--- config.mk ---
export PLATFORM = sky130hd
export DESIGN_NAME = vgm_command_stripper_flat
export DESIGN_NICKNAME = d
export VERILOG_FILES = /design/src/hw/rtl/vgmcs_pkg.sv /design/src/hw/rtl/vgmcs_in_if.sv /design/src/hw/rtl/vgmcs_out_if.sv /design/src/hw/rtl/vgm_command_stripper.sv /design/src/hw/rtl/vgmcs_dpath.sv /design/src/hw/rtl/vgmcs_ctrl.sv /design/src/flat_wrapper.sv
export VERILOG_INCLUDE_DIRS = /design/src /design/src/hw/rtl
export SDC_FILE = /design/constraint.sdc
export NUM_CORES = 1
export LEC_CHECK = 0
export BUFFER_PORTS_ARGS = -buffer_cell sky130_fd_sc_hd__buf_4
export CAP_MARGIN = 20
export CORE_MARGIN = 2
export CORE_UTILIZATION = 60
export CTS_CLUSTER_SIZE = 14
export DETAILED_ROUTE_END_ITERATION = 10
export PLACE_DENSITY = 0.87
export SKIP_CTS_REPAIR_TIMING = 1
export SLEW_MARGIN = 20
export SYNTH_ARGS = -nofsm -noshare
export SYNTH_HDL_FRONTEND = slang
export SYNTH_SLANG_ARGS = --single-unit
--- constraint.sdc ---
create_clock -name clk -period 6 [get_ports clk]
set_input_delay 0.3 -clock clk [delete_from_list [all_inputs] [get_ports clk]]
set_output_delay 0.3 -clock clk [all_outputs]
set_load 0.01 [all_outputs]
--- src/hw/rtl/vgm_command_stripper_defines.svh ---
// ----------------------------------------------------------------------------
// VGM command stripper assertion macros
// Shared property templates for the checks at the end of the top level.
// ----------------------------------------------------------------------------
`ifndef VGM_COMMAND_STRIPPER_DEFINES_SVH
`define VGM_COMMAND_STRIPPER_DEFINES_SVH

// Same-cycle implication, disabled while reset is asserted.
`define VGMCS_ASSERT_NOW(label, clk, rst_n, ante, cons) \
	label: assert property (@(posedge clk) disable iff (!(rst_n)) (ante) |-> (cons)) \
		else $error("vgm_command_stripper: same-cycle check failed");

// Next-cycle implication, disabled while reset is asserted.
`define VGMCS_ASSERT_NEXT(label, clk, rst_n, ante, cons) \
	label: assert property (@(posedge clk) disable iff (!(rst_n)) (ante) |=> (cons)) \
		else $error("vgm_command_stripper: next-cycle check failed");

`endif

--- src/hw/rtl/vgmcs_pkg.sv ---
`timescale 1ns / 1ps
// ----------------------------------------------------------------------------
// VGM command stripper package
// Shared constants, codes and controller/datapath handshake structs.
// ----------------------------------------------------------------------------
package vgmcs_pkg;

	localparam int POSITION_BITS_DEFAULT = 24;
	localparam int FIELD_POS_W = 24;
	localparam int OFFSET_W = 24;

	// Command bytes.
	localparam logic [7:0] CMD_COPY2 = 8'hb9;
	localparam logic [7:0] CMD_WAIT  = 8'h61;
	localparam logic [7:0] CMD_FRAME = 8'h62;
	localparam logic [7:0] CMD_END   = 8'h66;

	// Replay bytes.
	localparam logic [7:0] BYTE_MAX_WAIT   = 8'hef;
	localparam logic [7:0] BYTE_ONE_FRAME  = 8'hf0;
	localparam logic [7:0] BYTE_SHORT_WAIT = 8'he0;
	localparam logic [7:0] BYTE_END        = 8'hff;

	// Item kinds.
	localparam logic [1:0] KIND_DATA  = 2'd0;
	localparam logic [1:0] KIND_END   = 2'd1;
	localparam logic [1:0] KIND_ERROR = 2'd2;

	// Samples per frame and the frame group size of a long wait.
	localparam int FRAME_SAMPLES = 735;
	localparam int FRAMES_PER_MAX = 17;
	localparam int FRAMES_W = 7;
	// Reciprocal of the frame length; exact for every 16-bit sample count.
	localparam int RECIP_SHIFT = 26;
	localparam int RECIP_MULT = ((1 << RECIP_SHIFT) + FRAME_SAMPLES - 1) / FRAME_SAMPLES;
	localparam int PROD_W = 33;

	typedef enum logic [2:0] {
		EMIT_NONE,
		EMIT_COPY,
		EMIT_F0,
		EMIT_END,
		EMIT_ERR,
		EMIT_EF,
		EMIT_E
	} emit_sel_t;

	typedef struct packed {
		logic      accept;
		logic      clear;
		logic      count_in;
		logic      latch_check;
		logic      store_low;
		logic      load_frames;
		logic      sub17;
		logic      last;
		emit_sel_t emit;
	} ctrl_cmd_t;

	typedef struct packed {
		logic in_valid;
		logic start;
		logic is_copy;
		logic is_wait;
		logic is_frame;
		logic is_end;
		logic out_free;
		logic frames_ge17;
		logic frames_eq17;
		logic frames_zero;
		logic frames_one;
	} dp_status_t;

endpackage

--- src/hw/rtl/vgmcs_in_if.sv ---
`timescale 1ns / 1ps
// ----------------------------------------------------------------------------
// VGM byte stream channel
// Valid/ready channel carrying one input byte and its stream start flag.
// ----------------------------------------------------------------------------
interface vgmcs_in_if;
	logic       valid;
	logic       ready;
	logic [7:0] data_byte;
	logic       stream_start;

	modport source (output valid, output data_byte, output stream_start, input ready);
	modport sink (input valid, input data_byte, input stream_start, output ready);
endinterface

--- src/hw/rtl/vgmcs_out_if.sv ---
`timescale 1ns / 1ps
// ----------------------------------------------------------------------------
// Replay stream channel
// Valid/ready channel carrying one replay result item.
// ----------------------------------------------------------------------------
interface vgmcs_out_if;
	logic        valid;
	logic        ready;
	logic [7:0]  out_byte;
	logic [1:0]  item_kind;
	logic [23:0] out_position;
	logic [23:0] loop_position;
	logic        last_of_run;

	modport source (output valid, output out_byte, output item_kind, output out_position,
		output loop_position, output last_of_run, input ready);
	modport sink (input valid, input out_byte, input item_kind, input out_position,
		input loop_position, input last_of_run, output ready);
endinterface

--- src/hw/rtl/vgm_command_stripper.sv ---
`timescale 1ns / 1ps
// A result is registered on the output in the cycle after its byte is accepted; the
// results of a wait command come from the frame count loaded with its high byte.
// The input takes one byte per cycle while the output drains and no wait command is
// emitting; a wait command holds the input while it emits its results, or if it has none.
// Reset: arst_n clears the parse state, position counters, loop latch and offset register.
// ----------------------------------------------------------------------------
// VGM command stripper
// Turns a VGM command byte stream into a compact replay stream.
// ----------------------------------------------------------------------------
`include "vgm_command_stripper_defines.svh"

module vgm_command_stripper
	import vgmcs_pkg::*;
#(
	parameter int POSITION_BITS = POSITION_BITS_DEFAULT
) (
	input  logic                clk,
	input  logic                arst_n,
	input  logic                cfg_wr_en,
	input  logic [OFFSET_W-1:0] cfg_wr_data,
	vgmcs_in_if.sink            byte_stream,
	vgmcs_out_if.source         replay
);

	ctrl_cmd_t  cmd;
	dp_status_t status;

	vgmcs_ctrl u_ctrl (
		.clk      (clk),
		.arst_n   (arst_n),
		.status   (status),
		.in_ready (byte_stream.ready),
		.cmd      (cmd)
	);

	vgmcs_dpath #(
		.POSITION_BITS (POSITION_BITS)
	) u_dpath (
		.clk           (clk),
		.arst_n        (arst_n),
		.cfg_wr_en     (cfg_wr_en),
		.cfg_wr_data   (cfg_wr_data),
		.in_valid      (byte_stream.valid),
		.data_byte     (byte_stream.data_byte),
		.stream_start  (byte_stream.stream_start),
		.out_ready     (replay.ready),
		.cmd           (cmd),
		.status        (status),
		.out_valid     (replay.valid),
		.out_byte      (replay.out_byte),
		.item_kind     (replay.item_kind),
		.out_position  (replay.out_position),
		.loop_position (replay.loop_position),
		.last_of_run   (replay.last_of_run)
	);

	// Input is taken only when the output register can hold a new result.
	`VGMCS_ASSERT_NOW(a_ready_needs_room, clk, arst_n, byte_stream.ready, !replay.valid || replay.ready)
	// The controller never overwrites a result that is still waiting.
	`VGMCS_ASSERT_NOW(a_emit_needs_room, clk, arst_n, cmd.emit != EMIT_NONE, status.out_free)
	// Every emitted result shows up on the output in the next cycle.
	`VGMCS_ASSERT_NEXT(a_emit_shows, clk, arst_n, cmd.emit != EMIT_NONE, replay.valid)
	// Frame subtraction runs only while the input is held off.
	`VGMCS_ASSERT_NOW(a_sub_no_accept, clk, arst_n, cmd.sub17, !cmd.accept)

endmodule

--- src/hw/rtl/vgmcs_dpath.sv ---
`timescale 1ns / 1ps
// ----------------------------------------------------------------------------
// VGM command stripper datapath
// Counters, loop latch, wait frame arithmetic and the output register.
// ----------------------------------------------------------------------------
module vgmcs_dpath
	import vgmcs_pkg::*;
#(
	parameter int POSITION_BITS = POSITION_BITS_DEFAULT
) (
	input  logic                   clk,
	input  logic                   arst_n,
	input  logic                   cfg_wr_en,
	input  logic [OFFSET_W-1:0]    cfg_wr_data,
	input  logic                   in_valid,
	input  logic [7:0]             data_byte,
	input  logic                   stream_start,
	input  logic                   out_ready,
	input  ctrl_cmd_t              cmd,
	output dp_status_t             status,
	output logic                   out_valid,
	output logic [7:0]             out_byte,
	output logic [1:0]             item_kind,
	output logic [FIELD_POS_W-1:0] out_position,
	output logic [FIELD_POS_W-1:0] loop_position,
	output logic                   last_of_run
);

	logic [OFFSET_W-1:0]      offset_q;
	logic [POSITION_BITS-1:0] in_cnt_q;
	logic [POSITION_BITS-1:0] out_cnt_q;
	logic [POSITION_BITS-1:0] loop_q;
	logic [7:0]               low_q;
	logic [FRAMES_W-1:0]      frames_q;
	logic                     out_valid_q;
	logic [7:0]               out_byte_q;
	logic [1:0]               item_kind_q;
	logic [FIELD_POS_W-1:0]   out_position_q;
	logic [FIELD_POS_W-1:0]   loop_position_q;
	logic                     last_q;

	logic [POSITION_BITS-1:0] in_cnt_base;
	logic [POSITION_BITS-1:0] out_cnt_base;
	logic [POSITION_BITS-1:0] loop_cur;
	logic [POSITION_BITS-1:0] loop_next;
	logic                     latch_hit;
	logic                     takes_pos;
	logic [PROD_W-1:0]        product;
	logic [FRAMES_W-1:0]      frames_new;
	logic [7:0]               emit_byte;
	logic [1:0]               emit_kind;

	// A stream start clears the counters before its byte is processed.
	assign in_cnt_base  = cmd.clear ? '0 : in_cnt_q;
	assign out_cnt_base = cmd.clear ? '0 : out_cnt_q;
	assign loop_cur     = cmd.clear ? '0 : loop_q;
	assign latch_hit    = cmd.latch_check && (in_cnt_base == POSITION_BITS'(offset_q));
	assign loop_next    = latch_hit ? out_cnt_base : loop_cur;
	assign takes_pos    = (cmd.emit != EMIT_NONE) && (cmd.emit != EMIT_ERR);

	assign product    = PROD_W'({data_byte, low_q}) * PROD_W'(RECIP_MULT);
	assign frames_new = product[RECIP_SHIFT +: FRAMES_W];

	always_comb begin
		emit_byte = data_byte;
		emit_kind = KIND_DATA;
		unique case (cmd.emit)
			EMIT_NONE: begin
				emit_byte = data_byte;
			end
			EMIT_COPY: begin
				emit_byte = data_byte;
			end
			EMIT_F0: begin
				emit_byte = BYTE_ONE_FRAME;
			end
			EMIT_END: begin
				emit_byte = BYTE_END;
				emit_kind = KIND_END;
			end
			EMIT_ERR: begin
				emit_byte = data_byte;
				emit_kind = KIND_ERROR;
			end
			EMIT_EF: begin
				emit_byte = BYTE_MAX_WAIT;
			end
			EMIT_E: begin
				emit_byte = BYTE_SHORT_WAIT + 8'(frames_q) - 8'd2;
			end
			default: begin
				emit_byte = data_byte;
			end
		endcase
	end

	always_ff @(posedge clk or negedge arst_n) begin
		if (!arst_n) begin
			offset_q    <= '0;
			in_cnt_q    <= '0;
			out_cnt_q   <= '0;
			loop_q      <= '0;
			low_q       <= '0;
			out_valid_q <= 1'b0;
		end else begin
			if (cfg_wr_en) begin
				offset_q <= cfg_wr_data;
			end
			in_cnt_q  <= in_cnt_base + POSITION_BITS'(cmd.count_in);
			out_cnt_q <= out_cnt_base + POSITION_BITS'(takes_pos);
			loop_q    <= loop_next;
			if (cmd.clear) begin
				low_q <= '0;
			end
			if (cmd.store_low) begin
				low_q <= data_byte;
			end
			if (cmd.emit != EMIT_NONE) begin
				out_valid_q <= 1'b1;
			end else if (out_ready) begin
				out_valid_q <= 1'b0;
			end
		end
	end

	always_ff @(posedge clk) begin
		if (cmd.load_frames) begin
			frames_q <= frames_new;
		end else if (cmd.sub17) begin
			frames_q <= frames_q - FRAMES_W'(FRAMES_PER_MAX);
		end
		if (cmd.emit != EMIT_NONE) begin
			out_byte_q      <= emit_byte;
			item_kind_q     <= emit_kind;
			out_position_q  <= FIELD_POS_W'(out_cnt_base);
			loop_position_q <= FIELD_POS_W'(loop_next);
			last_q          <= cmd.last;
		end
	end

	assign status.in_valid    = in_valid;
	assign status.start       = stream_start;
	assign status.is_copy     = (data_byte == CMD_COPY2);
	assign status.is_wait     = (data_byte == CMD_WAIT);
	assign status.is_frame    = (data_byte == CMD_FRAME);
	assign status.is_end      = (data_byte == CMD_END);
	assign status.out_free    = !out_valid_q || out_ready;
	assign status.frames_ge17 = (frames_q >= FRAMES_W'(FRAMES_PER_MAX));
	assign status.frames_eq17 = (frames_q == FRAMES_W'(FRAMES_PER_MAX));
	assign status.frames_zero = (frames_q == '0);
	assign status.frames_one  = (frames_q == FRAMES_W'(1));

	assign out_valid     = out_valid_q;
	assign out_byte      = out_byte_q;
	assign item_kind     = item_kind_q;
	assign out_position  = out_position_q;
	assign loop_position = loop_position_q;
	assign last_of_run   = last_q;

endmodule

--- src/hw/rtl/vgmcs_ctrl.sv ---
`timescale 1ns / 1ps
// ----------------------------------------------------------------------------
// VGM command stripper controller
// Parse state machine that steers the datapath one byte or result at a time.
// ----------------------------------------------------------------------------
module vgmcs_ctrl
	import vgmcs_pkg::*;
(
	input  logic       clk,
	input  logic       arst_n,
	input  dp_status_t status,
	output logic       in_ready,
	output ctrl_cmd_t  cmd
);

	typedef enum logic [2:0] {
		PH_CMD,
		PH_COPY1,
		PH_COPY2,
		PH_WAIT_LO,
		PH_WAIT_HI,
		PH_WAIT_EMIT,
		PH_STOPPED
	} phase_t;

	phase_t state_q;
	phase_t phase;
	phase_t state_next;
	logic   accept;

	assign in_ready = (state_q != PH_WAIT_EMIT) && status.out_free;
	assign accept   = in_ready && status.in_valid;
	// A stream start byte is always a command byte.
	assign phase    = status.start ? PH_CMD : state_q;

	always_comb begin
		cmd            = '0;
		cmd.emit       = EMIT_NONE;
		state_next     = state_q;
		if (accept) begin
			cmd.accept   = 1'b1;
			cmd.clear    = status.start;
			cmd.count_in = (phase != PH_STOPPED);
			state_next   = phase;
			unique case (phase)
				PH_CMD: begin
					cmd.latch_check = 1'b1;
					priority if (status.is_copy) begin
						state_next = PH_COPY1;
					end else if (status.is_wait) begin
						state_next = PH_WAIT_LO;
					end else if (status.is_frame) begin
						cmd.emit = EMIT_F0;
						cmd.last = 1'b1;
					end else if (status.is_end) begin
						cmd.emit   = EMIT_END;
						cmd.last   = 1'b1;
						state_next = PH_STOPPED;
					end else begin
						cmd.emit   = EMIT_ERR;
						cmd.last   = 1'b1;
						state_next = PH_STOPPED;
					end
				end
				PH_COPY1: begin
					cmd.emit   = EMIT_COPY;
					cmd.last   = 1'b1;
					state_next = PH_COPY2;
				end
				PH_COPY2: begin
					cmd.emit   = EMIT_COPY;
					cmd.last   = 1'b1;
					state_next = PH_CMD;
				end
				PH_WAIT_LO: begin
					cmd.store_low = 1'b1;
					state_next    = PH_WAIT_HI;
				end
				PH_WAIT_HI: begin
					cmd.load_frames = 1'b1;
					state_next      = PH_WAIT_EMIT;
				end
				PH_STOPPED: begin
					state_next = PH_STOPPED;
				end
				default: begin
					state_next = PH_CMD;
				end
			endcase
		end else if (state_q == PH_WAIT_EMIT) begin
			// One wait result per cycle while the output register is free.
			priority if (status.frames_zero) begin
				state_next = PH_CMD;
			end else if (!status.out_free) begin
				state_next = PH_WAIT_EMIT;
			end else if (status.frames_ge17) begin
				cmd.emit  = EMIT_EF;
				cmd.sub17 = 1'b1;
				cmd.last  = status.frames_eq17;
				if (status.frames_eq17) begin
					state_next = PH_CMD;
				end
			end else if (status.frames_one) begin
				cmd.emit   = EMIT_F0;
				cmd.last   = 1'b1;
				state_next = PH_CMD;
			end else begin
				cmd.emit   = EMIT_E;
				cmd.last   = 1'b1;
				state_next = PH_CMD;
			end
		end
	end

	always_ff @(posedge clk or negedge arst_n) begin
		if (!arst_n) begin
			state_q <= PH_CMD;
		end else begin
			state_q <= state_next;
		end
	end

endmodule
--- src/flat_wrapper.sv ---
// flat-port wrapper written by rule: the top's interface ports become plain ports
module vgm_command_stripper_flat import vgmcs_pkg::*;
#(
	parameter int POSITION_BITS = POSITION_BITS_DEFAULT
)
  (clk, arst_n, cfg_wr_en, cfg_wr_data, byte_stream_valid, byte_stream_data_byte, byte_stream_stream_start, byte_stream_ready, replay_valid, replay_out_byte, replay_item_kind, replay_out_position, replay_loop_position, replay_last_of_run, replay_ready);
  vgmcs_in_if byte_stream_i ();
  vgmcs_out_if replay_i ();
  input  logic clk;
  input  logic arst_n;
  input  logic cfg_wr_en;
  input  logic [OFFSET_W-1:0] cfg_wr_data;
  input wire logic [$bits(byte_stream_i.valid)-1:0] byte_stream_valid;
  input wire logic [$bits(byte_stream_i.data_byte)-1:0] byte_stream_data_byte;
  input wire logic [$bits(byte_stream_i.stream_start)-1:0] byte_stream_stream_start;
  output wire logic [$bits(byte_stream_i.ready)-1:0] byte_stream_ready;
  output wire logic [$bits(replay_i.valid)-1:0] replay_valid;
  output wire logic [$bits(replay_i.out_byte)-1:0] replay_out_byte;
  output wire logic [$bits(replay_i.item_kind)-1:0] replay_item_kind;
  output wire logic [$bits(replay_i.out_position)-1:0] replay_out_position;
  output wire logic [$bits(replay_i.loop_position)-1:0] replay_loop_position;
  output wire logic [$bits(replay_i.last_of_run)-1:0] replay_last_of_run;
  input wire logic [$bits(replay_i.ready)-1:0] replay_ready;
  assign byte_stream_i.valid = byte_stream_valid;
  assign byte_stream_i.data_byte = byte_stream_data_byte;
  assign byte_stream_i.stream_start = byte_stream_stream_start;
  assign byte_stream_ready = byte_stream_i.ready;
  assign replay_valid = replay_i.valid;
  assign replay_out_byte = replay_i.out_byte;
  assign replay_item_kind = replay_i.item_kind;
  assign replay_out_position = replay_i.out_position;
  assign replay_loop_position = replay_i.loop_position;
  assign replay_last_of_run = replay_i.last_of_run;
  assign replay_i.ready = replay_ready;
  vgm_command_stripper #(.POSITION_BITS(POSITION_BITS)) u_core (.clk(clk), .arst_n(arst_n), .cfg_wr_en(cfg_wr_en), .cfg_wr_data(cfg_wr_data), .byte_stream(byte_stream_i), .replay(replay_i));
endmodule
After elaboration in Yosys (flattened, before gate mapping)
Cells that the tools add are included.

word-level totals
  bits in registers = 174
  bits of input ports = 38
  output and inout port bits = 61
  word-level logic and storage cells = 97

operators by class
  add/sub/neg operators = 5
  multipliers = 1
  order comparisons = 1
  equal/unequal tests = 22
  muxes and demuxes = 40
  reductions and logical operators = 15

operator list
  cell                                                  number
  2-to-1 mux 24 bit                                     4
  adder 24 x 1 -> 24 bit                                2
  2-to-1 mux 3 bit                                      13
  multiplier 16 x 17 -> 33 bit (second input constant)  1
  case mux 8 bit (4 select lines)                       1
  equality test 24 bit                                  1
  equality test 8 x 7 -> 1 bit (second input constant)  3
  2-to-1 mux 5 bit                                      4
  equality test 3 bit (second input constant)           6
  2-to-1 mux 4 bit                                      4
  2-to-1 mux 8 bit                                      2
  case mux 3 bit (5 select lines)                       1
  2-to-1 mux 7 bit                                      2
  equality test 3 x 2 -> 1 bit (second input constant)  4
  inequality test 3 bit (second input constant)         3
  adder 8 x 7 -> 8 bit (first input constant)           1
  equality test 8 bit (second input constant)           1
  case mux 4 bit (2 select lines)                       1
  nonzero test 2 bit                                    4
  subtractor 8 x 2 -> 8 bit (second input constant)     1
  equality test 7 x 1 -> 1 bit (second input constant)  1
  equality test 7 x 5 -> 1 bit (second input constant)  1
  >= comparator 7 x 5 -> 1 bit (second input constant)  1
  logical NOT 7 bit                                     1
  12 further kinds                                      21

Longest topological paths before layout
  word-level depth = 10
  gate-level depth with buffers = 20
  gate-level depth less buffers = 20

Hierarchy
Synthesis repeated with hierarchy kept, for this count alone.

second synthesis, totals
  cells, all modules = 1166
  area, all modules = 12678.4 um2

modules (own cells, without submodules)
  module       instances  cells each  area an instance (um2)  sequential area each (um2)
  vgmcs_dpath  1          1100        12174.2                 4609.4
  vgmcs_ctrl   1          66          504.2                   75.1

Least setup slack after synthesis
OpenSTA, ideal clock, no wires.

  path kind = reg2reg
  from = register u_core.u_dpath.low_q[5]
  to = register u_core.u_dpath.frames_q[6] (data pin)
  arrival time = 5.303 ns
  required time = 5.741 ns
  path slack = 0.438 ns
  stages on the path, launching flop included = 19
  buffers on the path = 0
  period minus slack after synthesis = 5.562 ns
  cell sequence = dfrtp_1 -> ha_1 -> inv_1 -> fa_1 -> fa_1 -> inv_1 -> fa_1 -> fa_1 -> inv_1 -> fa_1 -> inv_1 -> ha_1 -> and3_1 -> o2111a_1 -> a311o_1 -> a2111oi_2 -> nor4b_1 -> o31a_1 -> o31a_1

on the way
  word-level cells in the longest chain between the ends = 2

RTL lines
  what                          line                text
  start: declaration            vgmcs_dpath.sv:33   logic [7:0] low_q;
  start signal: assignment      vgmcs_dpath.sv:116  low_q <= data_byte;
  multiplier 16 x 17 -> 33 bit  vgmcs_dpath.sv:61   assign product = PROD_W'({data_byte, low_q}) * PROD_W'(RECIP_MULT);
  2-to-1 mux 7 bit              vgmcs_dpath.sv:127  if (cmd.load_frames) begin
  end signal: assignment        vgmcs_dpath.sv:128  frames_q <= frames_new;
  end signal: assignment        vgmcs_dpath.sv:130  frames_q <= frames_q - FRAMES_W'(FRAMES_PER_MAX);
  end: declaration              vgmcs_dpath.sv:34   logic [FRAMES_W-1:0] frames_q;

No other way between the ends.
A chain may end at the register's enable or synchronous reset.

Worst setup path in the final report
Same ends and word-level chain as after synthesis.

==> qor_table.md <==
| Group | Item | Reported |
|:---|:---|:---|
| run status | Status | complete, no violations |
| cells and area | Final Util | 70.08% |
| routing | Routed len/inst | 18.13 um |
| floorplanning | Number of primary I/O pins | 99 |
| placement | IO Port Bufs | 98 |
| logic synthesis | Most used flip-flop cell after synthesis | dfrtp_1 |
| timing | Slew HR | 32.69% |
| routing | Vias | 8,828 |
| logic synthesis | Top cells by area in the synthesized netlist | dfrtp_1 (22%), edfxtp_1 (16%), ha_1 (16%), fa_1 (11%), inv_1 (4.9%) |
| cells and area | Fillers | 1,415 |
| logic synthesis | Synth Warn # | 0 |
| floorplanning | Starting utilization of the core area | 61.54% |
| floorplanning | Area inside the core boundary | 19,650 sq um |
| clock tree | Clock tree from TritonCTS | built |
| clock tree | Clock root buffer master | clkbuf_16 |
| timing | Number of endpoints with negative hold slack in the final report | 0 |
| setup path | Worst Setup Path Type | flip-flop to flip-flop |
| cells and area | Antenna diodes | 0 |
| logic synthesis | Cell types with the highest counts after synthesis | inv_1 (158), ha_1 (154), dfrtp_1 (108) |
| power and ir drop | Sw power | 0.002504 W |
| setup path | Data required time at the worst endpoint | 6.18 ns |
| routing | Number of design rule violations left after detail routing | 0 |
| logic synthesis | Post-Syn Instances | 1,114 |
| cells and area | Nets | 1,472 |
| cells and area | Register Area | 4684 sq um |
| setup path | Critical Path End Type | flip-flop |
| logic synthesis | Area share of the leading cell type in the synthesized netlist | 22.34% |
| timing | Clock period minus worst slack | 5.845 ns |
| timing | Final clock skew | 0.009713 ns |
| grt | First-pass GRT wire length | 44,790 um |
| floorplanning | Overall die area | 21,310 sq um |
| logic synthesis | EDFF count, synth | 66 |
| logic synthesis | Fraction of synthesis flops using an asynchronous set or reset pin | 62.07% |
| logic synthesis | Register bit count reported by yosys | 174 |
| floorplanning | Y dimension of the die | 146.0 um |
| cells and area | Total area of multi-input combinational cells | 6723 sq um |
| timing | Number of failing setup endpoints in the final timing report | 0 |
| grt | Leftover overflow at the end of global routing | 0 |
| clock tree | H-tree levels | 4 |
| clock tree | Max Buffers Root-to-Sink | 2 |
| placement | RD Place Congestion | 0.9533 |
| timing | Final worst-path cycle share | 97.41% |
| power and ir drop | Power per cell area | 434.8 nW/um^2 |
| clock tree | Clk_lat worst skew | 0.43 ns |
| routing | DR iter-0 viols | 682 |
| power and ir drop | Leakage power total | 6.757 nW |
| setup path | Crit path max fanout | 4 |
| setup path | Critical Path Source Type | flip-flop |
| clock tree | Number of clock buffers inserted by TritonCTS | 17 |
| power and ir drop | Power after layout | 0.005989 W |
| clock tree | Clock-pin slew of the registers on the worst-case setup and hold paths | 0.07 ns |
| logic synthesis | Unique masters post-synth | 68 |
| power and ir drop | Design internal power | 0.003485 W |
| timing | Slew of the pin with the lowest slew margin | 0.9842 ns |
| grt | Combined global-route utilization of all metal layers | 26.18% |
| timing | Final worst hold slack | 0.07771 ns |
| timing | Highest clock frequency the design can meet | 171.1 MHz |
| cells and area | Post-route design area | 13,770 sq um |
| clock tree | Sinks on Clock Net | 174 |
| grt | Number of antenna violations at the first check in global routing | 0 |
| logic synthesis | Largest area contributor in the netlist | dfrtp_1 |
| floorplanning | Floorplan row count | 51 |
| grt | Vias in the first global route | 9,163 |
| timing | Final Max Slew Viols | 0 |
| power and ir drop | Sequential fraction of design power | 29.4% |
| placement | Placed wire-length estimate after detailed placement | 20,050 um |
| routing | Post-detailed-route via-to-cell ratio | 5.921 |
| logic synthesis | Post-synthesis cell area | 12,100 sq um |
| logic synthesis | Synthesized net count | 1,373 |
| placement | Cell Area, Placed | 13,110 sq um |
| setup path | Arrival time worst endpoint | 6.03 ns |
| cells and area | Area growth from synthesis to layout | 13.87% |
| cells and area | Share of cells above drive strength 1 | 13.78% |
| power and ir drop | Max VDD drop | 0.3011 mV |
| routing | Wirelength, routed | 27,040 um |
| logic synthesis | Top-count cell post-synth | inv_1 |
| power and ir drop | Share of power burned in the clock network | 19.0% |
| logic synthesis | Synthesized area divided by synthesized cell count | 10.86 sq um |
| power and ir drop | Switching share of total power | 41.81% |
| grt | Maximum number of pins on one net before global-route repair | 66 |
| floorplanning | Chip width | 146.0 um |
| placement | Worst slack at placement | 0.1285 ns |
| routing | Antenna violation net count after detailed routing | 0 |
| power and ir drop | Combinational cell fraction of total power | 51.7% |
| routing | Number of iterations in the first detailed-routing pass | 5 |
| run | Number of maximum-capacitance constraint violations | 0 |
| timing | Crit path setup slack, layout | 0.1551 ns |
| min path | Worst hold path type | input pin to flip-flop |
| logic synthesis | Portion of the post-synthesis area used by sequential elements | 38.73% |
cell type report:
cell class              count  area share [%]
multi-input cells         753           48.81
clock buffers              18           3.270
clock inverters            14           1.235
inverters                 158           4.306
repair buffers            109           5.959
flip-flops and latches    174           34.01
well taps                 265           2.407
routing by layer:
metal	wire length (um)	GRT usage (%)	part of all wire, %
met5	0	0	0
met4	797	10.05	2.9
met3	1775	4.922	6.6
met2	13450	44.48	50
met1	11010	33.50	41
final timing paths:
check	startpoint	endpoint	slack [ns]	cells past startpoint
hold / removal	cfg_wr_data[7]	u_core.u_dpath.offset_q[7]$_DFFE_PN0P_	0.08	3
min in group asynchronous	arst_n	u_core.u_dpath.in_cnt_q[21]$_DFF_PN0_	0.41	2
max in group asynchronous	arst_n	u_core.u_dpath.low_q[0]$_DFFE_PN0P_	4.32	3
hold reg to reg	u_core.u_dpath.loop_q[20]$_DFF_PN0_	u_core.u_dpath.loop_q[20]$_DFF_PN0_	0.54	2
setup / recovery	u_core.u_dpath.low_q[5]$_DFFE_PN0P_	u_core.u_dpath.frames_q[6]$_DFFE_PP_	0.16	19
setup reg to reg	u_core.u_dpath.low_q[5]$_DFFE_PN0P_	u_core.u_dpath.frames_q[6]$_DFFE_PP_	0.16	19
through the flow:
step / setup TNS, ns / instances
CTS: 0 / 1490
floorplan: 0 / 1114
global route: -0.05066 / 1491
global placement: 0 / 1458
finish: 0 / 1491
detailed placement: 0 / 1458
flip-flops by register name, indices dropped and copies added, names as in the netlist:
signal                        cells
u_core.u_dpath.out_byte           8
u_core.u_dpath.loop_position     24
u_core.u_ctrl.state_q             3
u_core.u_dpath.in_cnt_q          24
u_core.u_dpath.offset_q          24
u_core.u_dpath.frames_q           7
u_core.u_dpath.out_position      24
u_core.u_dpath.out_cnt_q         24
u_core.u_dpath.out_valid          1
u_core.u_dpath.last_of_run        1
u_core.u_dpath.low_q              8
u_core.u_dpath.item_kind          2
u_core.u_dpath.loop_q            24
power groups by stage:
stage / registers (W) / logic (W) / clock network, W
final: 0.00176 / 0.00309 / 0.00114
after detailed placement: 0.00178 / 0.00306 / 0
after CTS: 0.00176 / 0.00309 / 0.00114
after floorplan: 0.00183 / 0.00202 / 0
after global routing: 0.00179 / 0.00352 / 0.00119
after global placement: 0.00176 / 0.00289 / 0
kinds of logic after synthesis:
group	count (synthesis)	share of synthesized area (%)
AO/OA/AOI/OAI	157	8.679
XOR/XNOR	59	4.272
adder cells (fa/ha/maj)	221	27.02
buffers and inverters	187	6.062
flip-flops	174	38.73
multiplexers	39	3.383
AND/OR/NAND/NOR	277	11.85
cells in the final DEF, fill, tap and decap left out, types with 6 or more instances in the layout:
master,count
a211oi_1,7
a21o_1,6
a21oi_1,35
a22o_1,10
a31oi_1,8
a41oi_1,6
and2_1,24
and3_1,14
and4_1,7
buf_4,108
clkbuf_16,18
dfrtp_1,108
edfxtp_1,66
fa_1,67
ha_1,154
inv_1,158
mux2_2,15
mux2i_1,24
nand2_1,53
nand3_1,31
nand4_1,11
nor2_1,80
nor3_1,13
nor4_1,6
nor4bb_1,6
o21ai_0,37
o22ai_1,8
or3_1,6
xnor2_1,35
xor2_1,24
worst max-delay path: stages (launching register included):
cell       delay (ns)
dfrtp_1          0.41
ha_1             0.30
inv_1            0.08
fa_1             0.44
fa_1             0.53
inv_1            0.06
fa_1             0.46
fa_1             0.54
inv_1            0.05
fa_1             0.53
inv_1            0.05
ha_1             0.21
and3_1           0.18
o2111a_1         0.24
a311o_1          0.32
a2111oi_4        0.36
buf_4            0.20
nor4b_2          0.05
o31a_1           0.29
o31a_1           0.28
Note: power is estimated with default switching activity, not from simulation.
